<file path="config.mk">
export PLATFORM = sky130hd
export DESIGN_NAME = markup_and_escape_tokenizer_top
export DESIGN_NICKNAME = d
export VERILOG_FILES = /design/src/rtl/core/mte_pkg.sv /design/src/rtl/core/mte_ram.sv /design/src/rtl/core/mte_tag_acc.sv /design/src/rtl/core/markup_and_escape_tokenizer_top.sv
export SDC_FILE = /design/constraint.sdc
export NUM_CORES = 1
export LEC_CHECK = 0
export BUFFER_PORTS_ARGS = -buffer_cell sky130_fd_sc_hd__buf_2
export CORE_ASPECT_RATIO = 1.75
export CORE_MARGIN = 1.5
export CORE_UTILIZATION = 40
export CTS_CLUSTER_DIAMETER = 120
export CTS_CLUSTER_SIZE = 16
export DETAILED_ROUTE_END_ITERATION = 8
export GPL_ROUTABILITY_DRIVEN = 0
export PLACE_DENSITY = 0.65
export SYNTH_ARGS = -nofsm -noshare
export SYNTH_HDL_FRONTEND = slang
export SYNTH_SLANG_ARGS = --single-unit
</file>
<file path="constraint.sdc">
create_clock -name clk_i -period 4.32 [get_ports clk_i]
set_input_delay 0.216 -clock clk_i [delete_from_list [all_inputs] [get_ports clk_i]]
set_output_delay 0.216 -clock clk_i [all_outputs]
set_load 0.05 [all_outputs]
</file>
<file path="src/rtl/core/mte_pkg.sv">
package mte_pkg;

  // Escape buffer geometry
  localparam int ESCAPE_DEPTH = 16;
  localparam int ESC_AW       = (ESCAPE_DEPTH > 1) ? $clog2(ESCAPE_DEPTH) : 1;
  localparam int ESC_CW       = $clog2(ESCAPE_DEPTH + 1);

  // Line tag number and its accumulator
  localparam int TAG_W = 7;
  localparam int ACC_W = TAG_W + 4;
  localparam logic [TAG_W-1:0] TAG_MAX = 7'd99;
  localparam logic [TAG_W-1:0] TAG_SAT = 7'd100;
  localparam logic [3:0]       TAG_RADIX = 4'd10;

  // Characters
  localparam logic [7:0] CH_ESC    = 8'h1B;
  localparam logic [7:0] CH_LF     = 8'h0A;
  localparam logic [7:0] CH_CR     = 8'h0D;
  localparam logic [7:0] CH_LT     = 8'h3C;
  localparam logic [7:0] CH_GT     = 8'h3E;
  localparam logic [7:0] CH_LBRACK = 8'h5B;
  localparam logic [7:0] CH_SEMI   = 8'h3B;
  localparam logic [7:0] CH_ZERO   = 8'h30;
  localparam logic [7:0] CH_NINE   = 8'h39;
  localparam logic [7:0] CH_LOW_A  = 8'h61;
  localparam logic [7:0] CH_LOW_Z  = 8'h7A;
  localparam logic [7:0] CH_UP_A   = 8'h41;
  localparam logic [7:0] CH_UP_Z   = 8'h5A;
  localparam logic [7:0] CH_DQUOTE = 8'h22;
  localparam logic [7:0] CH_SQUOTE = 8'h27;
  localparam logic [7:0] CH_DASH   = 8'h2D;
  localparam logic [7:0] CH_BANG   = 8'h21;

  typedef enum logic [2:0] {
    SC_TEXT    = 3'd0,
    SC_ESC     = 3'd1,
    SC_TAG     = 3'd2,
    SC_COMMENT = 3'd3,
    SC_QUOTE   = 3'd4
  } scan_e;

  typedef enum logic [2:0] {
    KIND_TEXT        = 3'd0,
    KIND_TEXT_END    = 3'd1,
    KIND_NEWLINE     = 3'd2,
    KIND_TAG_BYTE    = 3'd3,
    KIND_TAG_END     = 3'd4,
    KIND_TAG_DISCARD = 3'd5,
    KIND_LINE_TAG    = 3'd6,
    KIND_ERROR       = 3'd7
  } kind_e;

  typedef enum logic [1:0] {
    ERR_ESC      = 2'd0,
    ERR_TAG      = 2'd1,
    ERR_COMMENT  = 2'd2,
    ERR_LINE_TAG = 2'd3
  } err_e;

  typedef enum logic [2:0] {
    SQ_IDLE   = 3'd0,
    SQ_ERR    = 3'd1,
    SQ_NL     = 3'd2,
    SQ_REPLAY = 3'd3,
    SQ_TAGS   = 3'd4
  } seq_e;

  typedef struct packed {
    logic clear;
    logic step;
  } acc_ctl_t;

  // Opening characters of a comment tag
  function automatic logic [7:0] comment_char(input logic [1:0] pos);
    logic [7:0] ch;
    unique case (pos)
      2'd0:    ch = CH_BANG;
      default: ch = CH_DASH;
    endcase
    return ch;
  endfunction

endpackage

</file>
<file path="src/rtl/core/mte_ram.sv">
module mte_ram #(
  parameter int Width = 8,
  parameter int Depth = 16
) (
  input  logic                                  clk_i,
  input  logic                                  we_i,
  input  logic [((Depth > 1) ? $clog2(Depth) : 1)-1:0] waddr_i,
  input  logic [Width-1:0]                      wdata_i,
  input  logic [((Depth > 1) ? $clog2(Depth) : 1)-1:0] raddr_i,
  output logic [Width-1:0]                      rdata_o
);

  logic [Width-1:0] mem_q [Depth];
  logic [Width-1:0] rdata_q;

  always_ff @(posedge clk_i) begin
    if (we_i) begin
      mem_q[waddr_i] <= wdata_i;
    end
    rdata_q <= mem_q[raddr_i];
  end

  assign rdata_o = rdata_q;

endmodule

</file>
<file path="src/rtl/core/mte_tag_acc.sv">
module mte_tag_acc
  import mte_pkg::*;
(
  input  logic             clk_i,
  input  logic             rst_ni,
  input  acc_ctl_t         ctl_i,
  input  logic [7:0]       char_i,
  output logic [TAG_W-1:0] num_o
);

  logic [TAG_W-1:0] num_q, num_d;
  logic [7:0]       digit;
  logic [ACC_W-1:0] sum;

  // num * 10 + digit, saturating just above the largest legal tag
  always_comb begin
    digit = char_i - CH_ZERO;
    sum   = ACC_W'(num_q) * ACC_W'(TAG_RADIX) + ACC_W'(digit);
    num_d = num_q;
    if (ctl_i.clear) begin
      num_d = '0;
    end else if (ctl_i.step) begin
      num_d = (sum > ACC_W'(TAG_MAX)) ? TAG_SAT : sum[TAG_W-1:0];
    end
  end

  always_ff @(posedge clk_i or negedge rst_ni) begin
    if (!rst_ni) begin
      num_q <= '0;
    end else begin
      num_q <= num_d;
    end
  end

  assign num_o = num_q;

endmodule

</file>
<file path="src/rtl/core/markup_and_escape_tokenizer_top.sv">
// Markup and escape tokenizer. Each request on the input channel carries one
// received byte; the block classifies it as text, escape sequence, markup tag,
// comment or quoted tag parameter, and issues zero or more result requests,
// the final one of each byte flagged by last_o. A byte that gives at most one
// result leaves the sequencer idle, so plain text and tag bytes stream at one
// byte per clock as long as the output side keeps up. Bytes that give several
// results keep in_stall_o high while the sequencer issues them one after
// another through the single output register: a broken tag with a line feed
// gives a discard, an error and a newline result, a replayed escape sequence
// gives ESC, the buffer read out of the escape RAM one entry per cycle while
// the output side keeps up, then the terminating byte, and ESC [ ... z has the
// shared multiply-by-ten unit fold one buffered digit per cycle into the line tag
// number. The escape RAM needs no clearing pass after reset: only entries
// below the fill count are read. locked_mode may be written only while the
// block is idle; when set, '<' is taken as plain text.
module markup_and_escape_tokenizer_top
  import mte_pkg::*;
(
  input  logic             clk_i,
  input  logic             rst_ni,
  // configuration
  input  logic             cfg_we_i,
  input  logic             cfg_wdata_i,
  // byte input
  input  logic             in_valid_i,
  output logic             in_stall_o,
  input  logic [7:0]       byte_in_i,
  // results
  output logic             out_valid_o,
  input  logic             out_stall_i,
  output logic [2:0]       kind_o,
  output logic [7:0]       value_o,
  output logic [TAG_W-1:0] line_tag_o,
  output logic [1:0]       error_code_o,
  output logic             last_o
);

  // Everything decided when a byte is taken in the idle state
  typedef struct packed {
    logic              em;
    kind_e             kind;
    logic [7:0]        value;
    err_e              err;
    logic              last;
    seq_e              nxt;
    logic              nl;
    scan_e             scan;
    logic              pend;
    logic [ESC_CW-1:0] cnt;
    logic [7:0]        quote;
    logic [2:0]        len;
    logic              cpo;
    logic [15:0]       last2;
    logic              we;
  } plan_t;

  // Scanner state
  scan_e             scan_q, scan_d;
  logic              pend_q, pend_d;
  logic [ESC_CW-1:0] esc_cnt_q, esc_cnt_d;
  logic [7:0]        quote_q, quote_d;
  logic [2:0]        tag_len_q, tag_len_d;
  logic              cpo_q, cpo_d;
  logic [15:0]       last2_q, last2_d;
  logic              locked_q;

  // Sequencer state
  seq_e              seq_q, seq_d;
  logic [ESC_CW-1:0] idx_q, idx_d;
  logic [7:0]        byte_q, byte_d;
  logic              nl_q, nl_d;

  // Output register
  logic              out_valid_q, out_valid_d;
  kind_e             kind_q, kind_d;
  logic [7:0]        value_q, value_d;
  logic [TAG_W-1:0]  tag_q, tag_d;
  err_e              err_q, err_d;
  logic              last_q, last_d;

  plan_t             plan;
  logic              slot_free;
  logic              accept;
  logic              in_run;
  logic              brk;
  logic              do_break;
  logic              replay;
  logic              store;
  logic              append;
  logic              em;
  kind_e             em_kind;
  logic [7:0]        em_value;
  logic [TAG_W-1:0]  em_tag;
  err_e              em_err;
  logic              em_last;
  logic              fire;
  acc_ctl_t          acc_ctl;
  logic [TAG_W-1:0]  acc_num;
  logic [7:0]        ram_rdata;

  assign slot_free  = !out_valid_q || !out_stall_i;
  assign in_stall_o = (seq_q != SQ_IDLE) || !slot_free;
  assign accept     = in_valid_i && !in_stall_o;
  assign in_run     = idx_q < esc_cnt_q;
  assign brk        = (byte_in_i == CH_ESC) || (byte_in_i == CH_LF) || (byte_in_i == CH_CR);

  // Classify the incoming byte against the scan state
  always_comb begin
    plan.em    = 1'b0;
    plan.kind  = KIND_TEXT;
    plan.value = '0;
    plan.err   = ERR_ESC;
    plan.last  = 1'b1;
    plan.nxt   = SQ_IDLE;
    plan.nl    = 1'b0;
    plan.scan  = scan_q;
    plan.pend  = pend_q;
    plan.cnt   = esc_cnt_q;
    plan.quote = quote_q;
    plan.len   = tag_len_q;
    plan.cpo   = cpo_q;
    plan.last2 = last2_q;
    plan.we    = 1'b0;
    do_break   = 1'b0;
    replay     = 1'b0;
    store      = 1'b0;
    append     = 1'b0;

    unique case (scan_q)
      SC_ESC: begin
        if (brk) begin
          plan.em   = 1'b1;
          plan.kind = KIND_ERROR;
          plan.err  = ERR_ESC;
          do_break  = 1'b1;
          if (byte_in_i == CH_LF) begin
            plan.last = 1'b0;
            plan.nxt  = SQ_NL;
          end
        end else if ((byte_in_i >= CH_LOW_A && byte_in_i <= CH_LOW_Z) ||
                     (byte_in_i >= CH_UP_A && byte_in_i <= CH_UP_Z)) begin
          if (byte_in_i == CH_LOW_Z && esc_cnt_q != '0) begin
            // walk the buffer for line tags, clear the count at the end
            plan.nxt  = SQ_TAGS;
            plan.scan = SC_TEXT;
          end else begin
            replay = 1'b1;
          end
        end else if (byte_in_i == CH_LBRACK) begin
          if (esc_cnt_q == '0) begin
            store = 1'b1;
          end else begin
            replay = 1'b1;
          end
        end else if (byte_in_i == CH_SEMI ||
                     (byte_in_i >= CH_ZERO && byte_in_i <= CH_NINE)) begin
          if (esc_cnt_q != '0) begin
            store = 1'b1;
          end else begin
            replay = 1'b1;
          end
        end else begin
          replay = 1'b1;
        end
      end

      SC_TAG: begin
        if (byte_in_i == CH_GT) begin
          plan.em   = 1'b1;
          plan.kind = KIND_TAG_END;
          plan.len  = '0;
          plan.cpo  = 1'b0;
          plan.scan = SC_TEXT;
        end else if (byte_in_i == CH_DQUOTE || byte_in_i == CH_SQUOTE) begin
          plan.em    = 1'b1;
          plan.kind  = KIND_TAG_BYTE;
          plan.value = byte_in_i;
          plan.quote = byte_in_i;
          plan.scan  = SC_QUOTE;
          append     = 1'b1;
        end else if (brk) begin
          plan.em   = 1'b1;
          plan.kind = KIND_TAG_DISCARD;
          plan.last = 1'b0;
          plan.nxt  = SQ_ERR;
          plan.nl   = (byte_in_i == CH_LF);
          do_break  = 1'b1;
        end else if (tag_len_q == 3'd3 && cpo_q) begin
          // comment opener seen: drop what was streamed
          plan.em    = 1'b1;
          plan.kind  = KIND_TAG_DISCARD;
          plan.last2 = {CH_DASH, byte_in_i};
          plan.len   = '0;
          plan.cpo   = 1'b0;
          plan.scan  = SC_COMMENT;
        end else begin
          plan.em    = 1'b1;
          plan.kind  = KIND_TAG_BYTE;
          plan.value = byte_in_i;
          append     = 1'b1;
        end
      end

      SC_COMMENT: begin
        if (byte_in_i == CH_GT && last2_q == {CH_DASH, CH_DASH}) begin
          plan.last2 = '0;
          plan.scan  = SC_TEXT;
        end else if (brk) begin
          plan.em    = 1'b1;
          plan.kind  = KIND_ERROR;
          plan.err   = ERR_COMMENT;
          plan.last2 = '0;
          do_break   = 1'b1;
          if (byte_in_i == CH_LF) begin
            plan.last = 1'b0;
            plan.nxt  = SQ_NL;
          end
        end else begin
          plan.last2 = {last2_q[7:0], byte_in_i};
        end
      end

      SC_QUOTE: begin
        if (byte_in_i == quote_q) begin
          plan.em    = 1'b1;
          plan.kind  = KIND_TAG_BYTE;
          plan.value = byte_in_i;
          plan.scan  = SC_TAG;
          append     = 1'b1;
        end else if (brk) begin
          plan.em   = 1'b1;
          plan.kind = KIND_TAG_DISCARD;
          plan.last = 1'b0;
          plan.nxt  = SQ_ERR;
          plan.nl   = (byte_in_i == CH_LF);
          do_break  = 1'b1;
        end else begin
          plan.em    = 1'b1;
          plan.kind  = KIND_TAG_BYTE;
          plan.value = byte_in_i;
          append     = 1'b1;
        end
      end

      default: begin
        // text state; unused codes behave the same
        plan.scan = SC_TEXT;
        if (brk || (byte_in_i == CH_LT && !locked_q)) begin
          plan.pend = 1'b0;
          if (byte_in_i == CH_ESC) begin
            plan.cnt  = '0;
            plan.scan = SC_ESC;
          end else if (byte_in_i == CH_LT) begin
            plan.len  = '0;
            plan.cpo  = 1'b1;
            plan.scan = SC_TAG;
          end
          if (pend_q) begin
            plan.em   = 1'b1;
            plan.kind = KIND_TEXT_END;
            if (byte_in_i == CH_LF) begin
              plan.last = 1'b0;
              plan.nxt  = SQ_NL;
            end
          end else if (byte_in_i == CH_LF) begin
            plan.em   = 1'b1;
            plan.kind = KIND_NEWLINE;
          end
        end else begin
          plan.em    = 1'b1;
          plan.kind  = KIND_TEXT;
          plan.value = byte_in_i;
          plan.pend  = 1'b1;
        end
      end
    endcase

    if (store) begin
      if (esc_cnt_q >= ESC_CW'(ESCAPE_DEPTH)) begin
        replay = 1'b1;
      end else begin
        plan.we  = 1'b1;
        plan.cnt = esc_cnt_q + 1'b1;
      end
    end

    // replay: ESC now, buffer and byte from the sequencer
    if (replay) begin
      plan.em    = 1'b1;
      plan.kind  = KIND_TEXT;
      plan.value = CH_ESC;
      plan.last  = 1'b0;
      plan.nxt   = SQ_REPLAY;
      plan.pend  = 1'b1;
      plan.scan  = SC_TEXT;
    end

    if (append) begin
      if (tag_len_q < 3'd3) begin
        plan.cpo = cpo_q && (byte_in_i == comment_char(tag_len_q[1:0]));
      end
      if (tag_len_q < 3'd7) begin
        plan.len = tag_len_q + 3'd1;
      end
    end

    // ESC, LF or CR broke an unfinished construct
    if (do_break) begin
      plan.cnt  = '0;
      plan.len  = '0;
      plan.cpo  = 1'b0;
      plan.scan = (byte_in_i == CH_ESC) ? SC_ESC : SC_TEXT;
    end
  end

  // Sequencer next state
  always_comb begin
    seq_d = seq_q;
    unique case (seq_q)
      SQ_IDLE: begin
        if (accept) begin
          seq_d = plan.nxt;
        end
      end
      SQ_ERR: begin
        if (slot_free) begin
          seq_d = nl_q ? SQ_NL : SQ_IDLE;
        end
      end
      SQ_NL: begin
        if (slot_free) begin
          seq_d = SQ_IDLE;
        end
      end
      SQ_REPLAY, SQ_TAGS: begin
        if (slot_free && !in_run) begin
          seq_d = SQ_IDLE;
        end
      end
      default: seq_d = SQ_IDLE;
    endcase
  end

  // Sequencer outputs and datapath updates
  always_comb begin
    em        = 1'b0;
    em_kind   = KIND_TEXT;
    em_value  = '0;
    em_tag    = '0;
    em_err    = ERR_ESC;
    em_last   = 1'b1;
    acc_ctl   = '0;
    scan_d    = scan_q;
    pend_d    = pend_q;
    esc_cnt_d = esc_cnt_q;
    quote_d   = quote_q;
    tag_len_d = tag_len_q;
    cpo_d     = cpo_q;
    last2_d   = last2_q;
    idx_d     = idx_q;
    byte_d    = byte_q;
    nl_d      = nl_q;

    unique case (seq_q)
      SQ_IDLE: begin
        if (accept) begin
          em            = plan.em;
          em_kind       = plan.kind;
          em_value      = plan.value;
          em_err        = plan.err;
          em_last       = plan.last;
          scan_d        = plan.scan;
          pend_d        = plan.pend;
          esc_cnt_d     = plan.cnt;
          quote_d       = plan.quote;
          tag_len_d     = plan.len;
          cpo_d         = plan.cpo;
          last2_d       = plan.last2;
          byte_d        = byte_in_i;
          nl_d          = plan.nl;
          acc_ctl.clear = 1'b1;
          // line tags skip the '[' at entry zero
          idx_d = (plan.nxt == SQ_TAGS) ? ESC_CW'(1) : '0;
        end
      end

      SQ_ERR: begin
        em      = 1'b1;
        em_kind = KIND_ERROR;
        em_err  = ERR_TAG;
        em_last = !nl_q;
      end

      SQ_NL: begin
        em      = 1'b1;
        em_kind = KIND_NEWLINE;
      end

      SQ_REPLAY: begin
        em      = 1'b1;
        em_kind = KIND_TEXT;
        if (in_run) begin
          em_value = ram_rdata;
          em_last  = 1'b0;
          if (slot_free) begin
            idx_d = idx_q + 1'b1;
          end
        end else begin
          em_value = byte_q;
          if (slot_free) begin
            esc_cnt_d = '0;
          end
        end
      end

      SQ_TAGS: begin
        if (in_run && ram_rdata != CH_SEMI) begin
          // fold one digit, no result
          acc_ctl.step = 1'b1;
          idx_d        = idx_q + 1'b1;
        end else begin
          em      = 1'b1;
          em_last = !in_run;
          if (acc_num <= TAG_MAX) begin
            em_kind = KIND_LINE_TAG;
            em_tag  = acc_num;
          end else begin
            em_kind = KIND_ERROR;
            em_err  = ERR_LINE_TAG;
          end
          if (slot_free) begin
            acc_ctl.clear = 1'b1;
            if (in_run) begin
              idx_d = idx_q + 1'b1;
            end else begin
              esc_cnt_d = '0;
            end
          end
        end
      end

      default: ;
    endcase
  end

  // Output register: load on a result, drop once taken
  assign fire = em && slot_free;

  always_comb begin
    out_valid_d = out_valid_q;
    kind_d      = kind_q;
    value_d     = value_q;
    tag_d       = tag_q;
    err_d       = err_q;
    last_d      = last_q;
    if (fire) begin
      out_valid_d = 1'b1;
      kind_d      = em_kind;
      value_d     = em_value;
      tag_d       = em_tag;
      err_d       = em_err;
      last_d      = em_last;
    end else if (slot_free) begin
      out_valid_d = 1'b0;
    end
  end

  always_ff @(posedge clk_i or negedge rst_ni) begin
    if (!rst_ni) begin
      scan_q      <= SC_TEXT;
      pend_q      <= 1'b0;
      esc_cnt_q   <= '0;
      quote_q     <= '0;
      tag_len_q   <= '0;
      cpo_q       <= 1'b0;
      last2_q     <= '0;
      locked_q    <= 1'b0;
      seq_q       <= SQ_IDLE;
      idx_q       <= '0;
      nl_q        <= 1'b0;
      out_valid_q <= 1'b0;
    end else begin
      scan_q      <= scan_d;
      pend_q      <= pend_d;
      esc_cnt_q   <= esc_cnt_d;
      quote_q     <= quote_d;
      tag_len_q   <= tag_len_d;
      cpo_q       <= cpo_d;
      last2_q     <= last2_d;
      seq_q       <= seq_d;
      idx_q       <= idx_d;
      nl_q        <= nl_d;
      out_valid_q <= out_valid_d;
      if (cfg_we_i) begin
        locked_q <= cfg_wdata_i;
      end
    end
  end

  // Payload registers hold without reset
  always_ff @(posedge clk_i) begin
    byte_q  <= byte_d;
    kind_q  <= kind_d;
    value_q <= value_d;
    tag_q   <= tag_d;
    err_q   <= err_d;
    last_q  <= last_d;
  end

  // Escape buffer: written at the fill count, read at the sequencer index
  mte_ram #(
    .Width(8),
    .Depth(ESCAPE_DEPTH)
  ) u_esc_ram (
    .clk_i  (clk_i),
    .we_i   (accept && plan.we),
    .waddr_i(esc_cnt_q[ESC_AW-1:0]),
    .wdata_i(byte_in_i),
    .raddr_i(idx_d[ESC_AW-1:0]),
    .rdata_o(ram_rdata)
  );

  // Shared multiply-by-ten accumulator for line tag numbers
  mte_tag_acc u_tag_acc (
    .clk_i (clk_i),
    .rst_ni(rst_ni),
    .ctl_i (acc_ctl),
    .char_i(ram_rdata),
    .num_o (acc_num)
  );

  assign out_valid_o  = out_valid_q;
  assign kind_o       = kind_q;
  assign value_o      = value_q;
  assign line_tag_o   = tag_q;
  assign error_code_o = err_q;
  assign last_o       = last_q;

  // Fill count never passes the buffer depth
  assert property (@(posedge clk_i) disable iff (!rst_ni)
    esc_cnt_q <= ESC_CW'(ESCAPE_DEPTH))
    else $error("escape fill count beyond depth");

  // Replay read index stays within the filled part
  assert property (@(posedge clk_i) disable iff (!rst_ni)
    (seq_q == SQ_REPLAY || seq_q == SQ_TAGS) |-> idx_q <= esc_cnt_q)
    else $error("sequencer index beyond fill count");

  // Finishing a multi-result burst leaves a last result in the output register
  assert property (@(posedge clk_i) disable iff (!rst_ni)
    (seq_q != SQ_IDLE && seq_d == SQ_IDLE) |=> (out_valid_o && last_o))
    else $error("burst ended without last result");

  // A pending text run never survives into an escape
  assert property (@(posedge clk_i) disable iff (!rst_ni)
    (scan_q == SC_ESC) |-> !pend_q)
    else $error("text run pending inside escape");

endmodule
</file>
==> results.cfg, run 1 <==
[timing]
maxSlewViolCount = 0
slew_headroom_pct = 35.0
hold_viol = 0
grt_setup_unrepaired = no
fin_ws_ns = 0.456
tightest_slew_ns = 0.973
fin_crit_sh_pct = 89.5
skew_ns = 0.0280
finalSetupTns_ns = 0
setup_viol = 0
period_minus_slack_ns = 3.86
clock.fmax_ghz = 0.259

[placed_design]
preCtsSetupSlack_ns = 0.462
dp.final_hpwl_um = 21000
dp.cells = 1256
port_buffers = 36

[detailed_routing]
routedWlPerCell_um = 22.9
antenna_left = 0
firstDrtPassIters = 7
wl_um = 29600
via_per_inst = 6.05
drt_iter0_markers = 654
drc_errors = 0
vias = 7800

[cells_and_area]
area_growth_pct = 10.6
nets = 1000
layoutNonFillerInstCount = 1290
drive_above_1_share_pct = 12.9
regArea_um2 = 6250
fillers = 2390
multi_input_area_um2 = 4290
final_common_cell = edfxtp_1
final_cell_mix = 157 x edfxtp_1, 61 x and3_1, 61 x a211oi_1, 59 x nand2_1, 55 x dfrtp_1

[grt]
grt_max_degree = 58
grt-busiest-layer = met2
use_met2_pct = 38.7
grtUsageMet3_pct = 2.20
grt_pass1_wl_um = 44700
grtUsageMet1_pct = 22.7
antenna_found_initial = 3
grt_usage_pct = 20.9
gr-total-overflow = 0
first_global_vias = 7713

[clock_tree]
clockBufferDepth = 3
numCtsBuffers = 17
insertion_delay_ns = 0.52
cts.clk_slew.worst_paths_ns = 0.08
cts_sinks = 220
cts_tree = done
cts_setup_buffers = 0
cts_root_buffer = clkbuf_16
htree_levels = 1

[floorplan]
coreArea_um2 = 26600
die_h_um = 221
num_rows = 79
dieArea_um2 = 28200
die_w_um = 127
initial_core_util_pct = 40.8
pin_count = 37

[logic_synthesis]
syn_nets = 957
yosys.area.top_type_share_pct = 43.5
yosysTopAreaCell = edfxtp_1
synthFlopType = edfxtp_1
ys_types = 85
synth-edff-count = 157
syn_inst = 911
synth_warnings = 0
ys_seq_area_share_pct = 57.6
synth.avg_cell_area_um2 = 11.9
ys_ff_latch = 220
synth-async-reset-ratio_pct = 25.0
synth_area_leaders = edfxtp_1 43%, dfrtp_1 13%, a211oi_1 4.2%
netlist_area_um2 = 10800

[critical_path]
endpoint_kind = flop
path_delay_family = simple AND/OR/NAND/NOR gates
critPathLaunchType = flop
cp.required_ns = 4.71
cp.buffers_inverters = 1
slowest_delay_ns = 0.60
cp_slowest_cell = or3b_2
crit_fanout = 57
crit_type = reg2reg
worstPathCellList = or3b_2, o31ai_2, a22o_4, a211o_4, nand2_2, buf_4, a211oi_1, a2111oi_0, or4_1
cp.arrival_ns = 4.25

[flow_run]
max_cap_viol_count = 0

[status]
status = finished, final reports clean

[power]
p_leak_nw = 4.75
power_density_nw_per_um2 = 426
peakVddDrop_mv = 0.219

[hold_path]
hold_path_class = in2reg
registers in the layout (all words and copies together) (netlist names):
signal             cells
byte_q                 8
tag_len_q              3
nl_q                   1
error_code_o           2
value_o                8
u_esc_ram.mem_q      128
pend_q                 1
u_esc_ram.rdata_o      8
quote_q                8
kind_o                 3
u_tag_acc.num_o        7
esc_cnt_q              5
last_o                 1
seq_q                  3
line_tag_o             7
idx_q                  5
last2_q               16
locked_q               1
cpo_q                  1
out_valid_o            1
scan_q                 3
power by group:
part	internal (W)	switching, W	total (W)
logic	0.000268	0.000758	0.00103
registers	0.00247	0.0000936	0.00256
clock network	0.000778	0.000743	0.00152
final timing paths:
kind	to	cells past startpoint	start	slack (ns)
setup / recovery	u_esc_ram.rdata_o[3]$_DFF_P_	9	seq_q[1]$_DFFE_PN0P_	0.46
hold / removal	last2_q[3]$_DFFE_PN0P_	2	byte_in_i[3]	0.09
setup reg to reg	u_esc_ram.rdata_o[3]$_DFF_P_	9	seq_q[1]$_DFFE_PN0P_	0.46
hold reg to reg	last2_q[12]$_DFFE_PN0P_	2	last2_q[12]$_DFFE_PN0P_	0.47
max in group asynchronous	u_tag_acc.num_o[6]$_DFFE_PN0P_	3	rst_ni	3.40
min in group asynchronous	last2_q[11]$_DFFE_PN0P_	3	rst_ni	0.40
synthesized netlist by cell type, types with 10 or more instances:
cell	instances
nor3_1	18
clkbuf_1	34
o22ai_1	10
mux2i_1	17
nor2_1	45
nand2_1	59
and3_1	61
dfrtp_1	55
a21o_1	11
a22o_1	10
nor4_1	11
a21oi_1	39
a211oi_1	61
xor2_1	12
nand3_1	14
or4_1	10
nand2b_1	14
inv_1	18
o21ai_0	34
edfxtp_1	157
and2_1	10
nor3b_1	25
ha_1	30
through the flow:
stage               hold WS (ns)  cell area, µm²  utilization, %  power [W]
floorplan                -0.0796           10800               -    0.00334
global placement           0.411           11500            43.1    0.00361
detailed placement         0.421           11500            43.1    0.00363
CTS                       0.0863           12000            45.1    0.00514
global route               0.111           12000            45.1    0.00528
finish                    0.0868           12000            45.1    0.00511
layer usage:
metal / vias up / part of all wire, %
met2: 278 / 54
met4: 0 / 5.5
met5: - / 0
met1: 3835 / 37
met3: 89 / 3.9
li1: 3598 / -
layout make-up:
type | count | area share [%]
sequential | 220 | 52.1
multi-input combinational | 620 | 35.7
clock buffer | 28 | 4.07
timing repair buffer | 75 | 4.00
tap | 324 | 3.38
inverter | 20 | 0.626
clock inverter | 1 | 0.0730
antenna | 2 | 0.0417
what timing repair did:
action	4_1_cts	5_1_grt
setup endpoints to repair	0	0
hold endpoints to repair	56	0
hold buffers	3	0
gates resized for setup	0	0
logic make-up after synthesis:
group	Yosys count	synth area share (%)
compound gates	237	15.8
xor+xnor	20	1.61
mux	22	2.09
buf+inv	71	2.88
simple gates	309	16.2
flops	220	57.6
fa+ha+maj	32	3.83
No activity file was read; power rests on OpenSTA's default activity.
==> run 2, diff against run 1 <==
Settings changed: CORE_UTILIZATION 40 to 55, PLACE_DENSITY 0.65 to 0.82.
==> run 2 against run 1 <==
Total power shrank 0.80%. Register-to-register slack hardly changed. Combinational power is essentially flat. Global-route usage grew 6.4 points. Via count grew 0.95%. Hold slack improved by 0.055 ns. Non-clock buffer count rose by 2. Maximum frequency grew 0.14%. Sequential cell count unchanged. First-iteration DRC count shrank 15%.
==> results.cfg, run 2 (synthesized netlist as in run 1, its figures left out) <==
[critical_path]
r2r_slack_ns = 0.46
critPathLaunchType = flop
crit_fanout = 34
cp.arrival_ns = 4.30
crit_type = reg2reg
endpoint_kind = flop
cp.required_ns = 4.76

[detailed_routing]
vias = 7874
firstDrtPassIters = 5
drc_errors = 0
antenna_left = 0
via_per_inst = 6.52
drt_iter0_markers = 554
routedWlPerCell_um = 22.7
wl_um = 27400

[power]
p_leak_nw = 4.76
comb_power_share_pct = 20.2
netSwitchingFraction_pct = 30.6
power_switching_w = 0.00155
power_frac_clock_pct = 29.2
p_seq_share_pct = 50.5
peakVddDrop_mv = 0.435
power_density_nw_per_um2 = 425
p_int_w = 0.00352

[grt]
antenna_found_initial = 1
use_met2_pct = 50.4
grtUsageMet3_pct = 3.29
first_global_vias = 7833
grt-busiest-layer = met2
grt_pass1_wl_um = 42200
grt_max_degree = 57
grtUsageMet1_pct = 29.4
gr-total-overflow = 0
grt_usage_pct = 27.3

[floorplan]
die_w_um = 109
dieArea_um2 = 20600
coreArea_um2 = 19300
initial_core_util_pct = 56.3
die_h_um = 189
pin_count = 37
num_rows = 67

[clock_tree]
numCtsBuffers = 17
cts_sinks = 220
cts_tree = done
post_cts_resize_count = 0
cts_root_buffer = clkbuf_16
insertion_delay_ns = 0.50
cts.clk_slew.worst_paths_ns = 0.07
htree_levels = 1
clockBufferDepth = 3

[timing]
fin_ws_ns = 0.461
skew_ns = 0.0275
finalSetupTns_ns = 0
period_minus_slack_ns = 3.86
maxSlewViolCount = 0
tightest_slew_ns = 0.917
setup_viol = 0
fin_crit_sh_pct = 89.3
slew_headroom_pct = 37.3
grt_setup_unrepaired = no
hold_viol = 0
clock.fmax_ghz = 0.259

[placed_design]
port_buffers = 36
dp.final_hpwl_um = 19600
preCtsSetupSlack_ns = 0.563

[cells_and_area]
regArea_um2 = 6250
drive_above_1_share_pct = 12.9
nets = 1002
largest_reg_flops = 128
multi_input_area_um2 = 4280
area_growth_pct = 9.87
final_common_cell = edfxtp_1
top_register = u_esc_ram.mem_q
reg_top3 = u_esc_ram.mem_q: 128 flops, last2_q: 16 flops
final_cell_mix = 157 x edfxtp_1, 61 x and3_1, 61 x a211oi_1, 59 x nand2_1, 55 x dfrtp_1
fillers = 1505

[hold_path]
hold_path_class = in2reg

[flow_run]
max_cap_viol_count = 0

[status]
status = finished, final reports clean
==> run 2: repair_timing <==
item                                   4_1_cts  5_1_grt
endpoints found under the hold margin       56        0
setup buffers                                0        0
hold buffers                                 3        0
==> run 2: cell type report <==
cell class	count	area share, %
sequential	220	52.4
multi-input combinational	620	35.9
timing repair buffer	77	4.26
clock buffer	28	4.09
tap	241	2.53
inverter	20	0.630
clock inverter	1	0.0735
antenna	1	0.0210
==> run 2: path summary, 6_finish.rpt <==
check,depth (start not counted),endpoint,startpoint
max,9,u_esc_ram.rdata_o[1]$_DFF_P_,seq_q[1]$_DFFE_PN0P_
min,2,last2_q[1]$_DFFE_PN0P_,byte_in_i[1]
max reg2reg,9,u_esc_ram.rdata_o[1]$_DFF_P_,seq_q[1]$_DFFE_PN0P_
min reg2reg,2,last2_q[9]$_DFFE_PN0P_,last2_q[9]$_DFFE_PN0P_
max in group asynchronous,3,quote_q[5]$_DFFE_PN0P_,rst_ni
min in group asynchronous,3,quote_q[4]$_DFFE_PN0P_,rst_ni
==> run 2: layer usage <==
layer,up-vias,part of all wire [%]
met5,-,0
met2,345,55
met1,3820,35
met4,0,5.6
met3,102,5.1
li1,3607,-
==> run 2: worst max-delay path: stages (launching register included) <==
cell and delay, ns:
dfrtp_1 0.57, nand3b_1 0.49, o31ai_2 0.14, a22o_4 0.27, a211o_4 0.44, nand2_2 0.43
inv_2 0.23, mux2i_1 0.17, a2111oi_0 0.84, or4_1 0.22
==> run 2: power by group through the flow <==
stage	combinational, W	sequential (W)	clock [W]
2_1_floorplan	0.000413	0.00293	0
3_3_place_gp	0.000999	0.00260	0
3_5_place_dp	0.00101	0.00261	0
4_1_cts	0.00102	0.00256	0.00149
5_1_grt	0.00110	0.00259	0.00158
6_report	0.00103	0.00256	0.00148
==> run 2: metrics by stage <==
stage | total power [W] | std cells | area [µm²] | hold WS, ns | util (%)
floorplan | 0.00334 | 911 | 10800 | -0.0796 | -
global placement | 0.00360 | 1175 | 11400 | 0.395 | 59.1
detailed placement | 0.00362 | 1175 | 11400 | 0.402 | 59.1
CTS | 0.00507 | 1207 | 11900 | 0.130 | 61.8
global route | 0.00526 | 1208 | 11900 | 0.138 | 61.8
finish | 0.00507 | 1208 | 11900 | 0.142 | 61.8
==> run 3, diff against run 2 <==
Settings changed: CTS_BUF_LIST set to sky130_fd_sc_hd__clkbuf_4, REMOVE_ABC_BUFFERS set to 1, SKIP_LAST_GASP set to 1.
==> run 3 against run 2 <==
Largest power group unchanged. Setup slack worse by 0.045 ns. Sequential power about the same. Combinational power barely moved. Highest routed layer unchanged. Global-route usage is 1.7 points higher. Sequential share of layout area up 0.99 points. Total power is 9.5% lower. Critical path type unchanged. Clock-buffer cell count unchanged. Core utilization fell by 1.1 points. Hold slack got worse by 0.11 ns. Clock power decreased by 34%. Critical path depth grew 2.
==> results.cfg, run 3 (synthesized netlist as in run 1, its figures left out) <==
[cells_and_area]
final_common_cell = edfxtp_1
nets = 1005
reg_top3 = u_esc_ram.mem_q: 128 flops, last2_q: 16 flops
drive_above_1_share_pct = 13.7
area_growth_pct = 7.83
fillers = 1552
largest_reg_flops = 128
final_cell_mix = 157 x edfxtp_1, 61 x and3_1, 61 x a211oi_1, 59 x nand2_1, 55 x dfrtp_1
final_cell_area_um2 = 11700
top_register = u_esc_ram.mem_q
layoutNonFillerInstCount = 1211

[critical_path]
cp.arrival_ns = 4.41
cp.required_ns = 4.83
crit_type = reg2reg
critPathLaunchType = flop
endpoint_kind = flop
crit_fanout = 10
crit_start = esc_cnt_q[2]$_DFFE_PN0P_
timing.rr.start = esc_cnt_q[2]$_DFFE_PN0P_

[floorplan]
dieArea_um2 = 20600
num_rows = 67
coreArea_um2 = 19300
pin_count = 37
die_h_um = 189
initial_core_util_pct = 56.3
die_w_um = 109

[grt]
use_met2_pct = 50.1
grt_usage_pct = 29.0
gr-total-overflow = 0
grt-busiest-layer = met2
antenna_found_initial = 1
grt_pass1_wl_um = 44500
grtUsageMet1_pct = 31.9
grt_max_degree = 57
first_global_vias = 7956
grtUsageMet3_pct = 4.36

[timing]
tightest_slew_ns = 1.09
skew_ns = 0.0343
whs_ns = 0.0305
maxSlewViolCount = 0
setup_viol = 0
grt_setup_unrepaired = no
slew_headroom_pct = 26.5
finalSetupTns_ns = 0
period_minus_slack_ns = 3.90
fin_ws_ns = 0.415
fin_crit_sh_pct = 90.4
hold_viol = 0
clock.fmax_ghz = 0.256

[clock_tree]
htree_levels = 1
post_cts_resize_count = 0
cts.clk_slew.worst_paths_ns = 0.17
cts_tree = done
clockBufferDepth = 3
cts_sinks = 220
cts_root_buffer = clkbuf_4
numCtsBuffers = 17
insertion_delay_ns = 0.64

[flow_run]
max_cap_viol_count = 0

[power]
power_density_nw_per_um2 = 392
peakVddDrop_mv = 0.374
p_leak_nw = 4.67

[hold_path]
hold_path_class = in2reg
min_from = byte_in_i[5]

[detailed_routing]
drc_errors = 0
routedWlPerCell_um = 24.4
drt_iter0_markers = 981
vias = 8192
wl_um = 29500
via_per_inst = 6.76
antenna_left = 0
firstDrtPassIters = 8

[placed_design]
dp.cells = 1171
dp.final_hpwl_um = 20700
post_dp_cell_area_um2 = 11300
port_buffers = 36
preCtsSetupSlack_ns = 0.386

[status]
status = finished, final reports clean
-- run 3: cell count changes in the layout (fill, tap and decap cells not counted), sizes merged --
| cell | before | now |
|---|---|---|
| bufinv | 0 | 1 |
| buf | 74 | 70 |
| dlygate4sd3 | 3 | 9 |
| inv | 21 | 20 |
| a221oi | 3 | 4 |
-- run 3: area by class of cell --
| cell class | instances | area (µm²) | area share (%) |
|---|---|---|---|
| sequential | 220 | 6250 | 53.4 |
| multi-input combinational | 621 | 4300 | 36.8 |
| timing repair buffer | 79 | 526 | 4.49 |
| tap | 241 | 302 | 2.58 |
| clock buffer | 28 | 210 | 1.80 |
| inverter | 20 | 75.1 | 0.642 |
| clock inverter | 1 | 30.0 | 0.257 |
| antenna | 1 | 2.50 | 0.0214 |
-- run 3: report_power, final --
part / switching (W) / leakage, nW / total (W) / internal (W)
registers: 0.0000977 / 2.25 / 0.00256 / 0.00247
clock network: 0.000627 / 0.143 / 0.000979 / 0.000353
logic: 0.000769 / 2.28 / 0.00104 / 0.000272
-- run 3: stage by stage --
stage | total power [W] | utilization [%]
floorplan | 0.00332 | -
global placement | 0.00361 | 58.9
detailed placement | 0.00363 | 58.9
CTS | 0.00458 | 60.6
global route | 0.00475 | 60.7
finish | 0.00458 | 60.7
-- run 3: worst paths after layout --
path                                              endpoint  slack [ns]  depth (start not counted)
setup / recovery              u_esc_ram.rdata_o[1]$_DFF_P_        0.42                         11
hold / removal             u_esc_ram.mem_q[4][5]$_DFFE_PP_        0.03                          1
setup reg to reg              u_esc_ram.rdata_o[1]$_DFF_P_        0.42                         11
hold reg to reg                     last2_q[9]$_DFFE_PN0P_        0.49                          2
max in group asynchronous               idx_q[0]$_DFF_PN0_        3.58                          3
min in group asynchronous          last2_q[14]$_DFFE_PN0P_        0.22                          3
-- run 3: timing repair --
item,in CTS,in global routing
hold buffers,9,0
buffers inserted,0,0
hold endpoints to repair,70,0
setup endpoints to repair,0,8
-- run 3: per-layer routing --
layer / up-vias / wire [µm]
met2: 473 / 15100
met3: 142 / 2030
met1: 3953 / 9960
li1: 3624 / -
met5: - / 0
met4: 0 / 2420
-- run 3: critical path, cell delays in order, from the launching register on --
cell       delay, ns
dfrtp_1         0.53
inv_1           0.12
ha_1            0.32
a21oi_1         0.14
o21ai_1         0.13
a221oi_2        0.65
a21o_1          0.22
nand2_2         0.08
inv_2           0.20
mux2i_1         0.62
a2111oi_0       0.21
or4_1           0.54
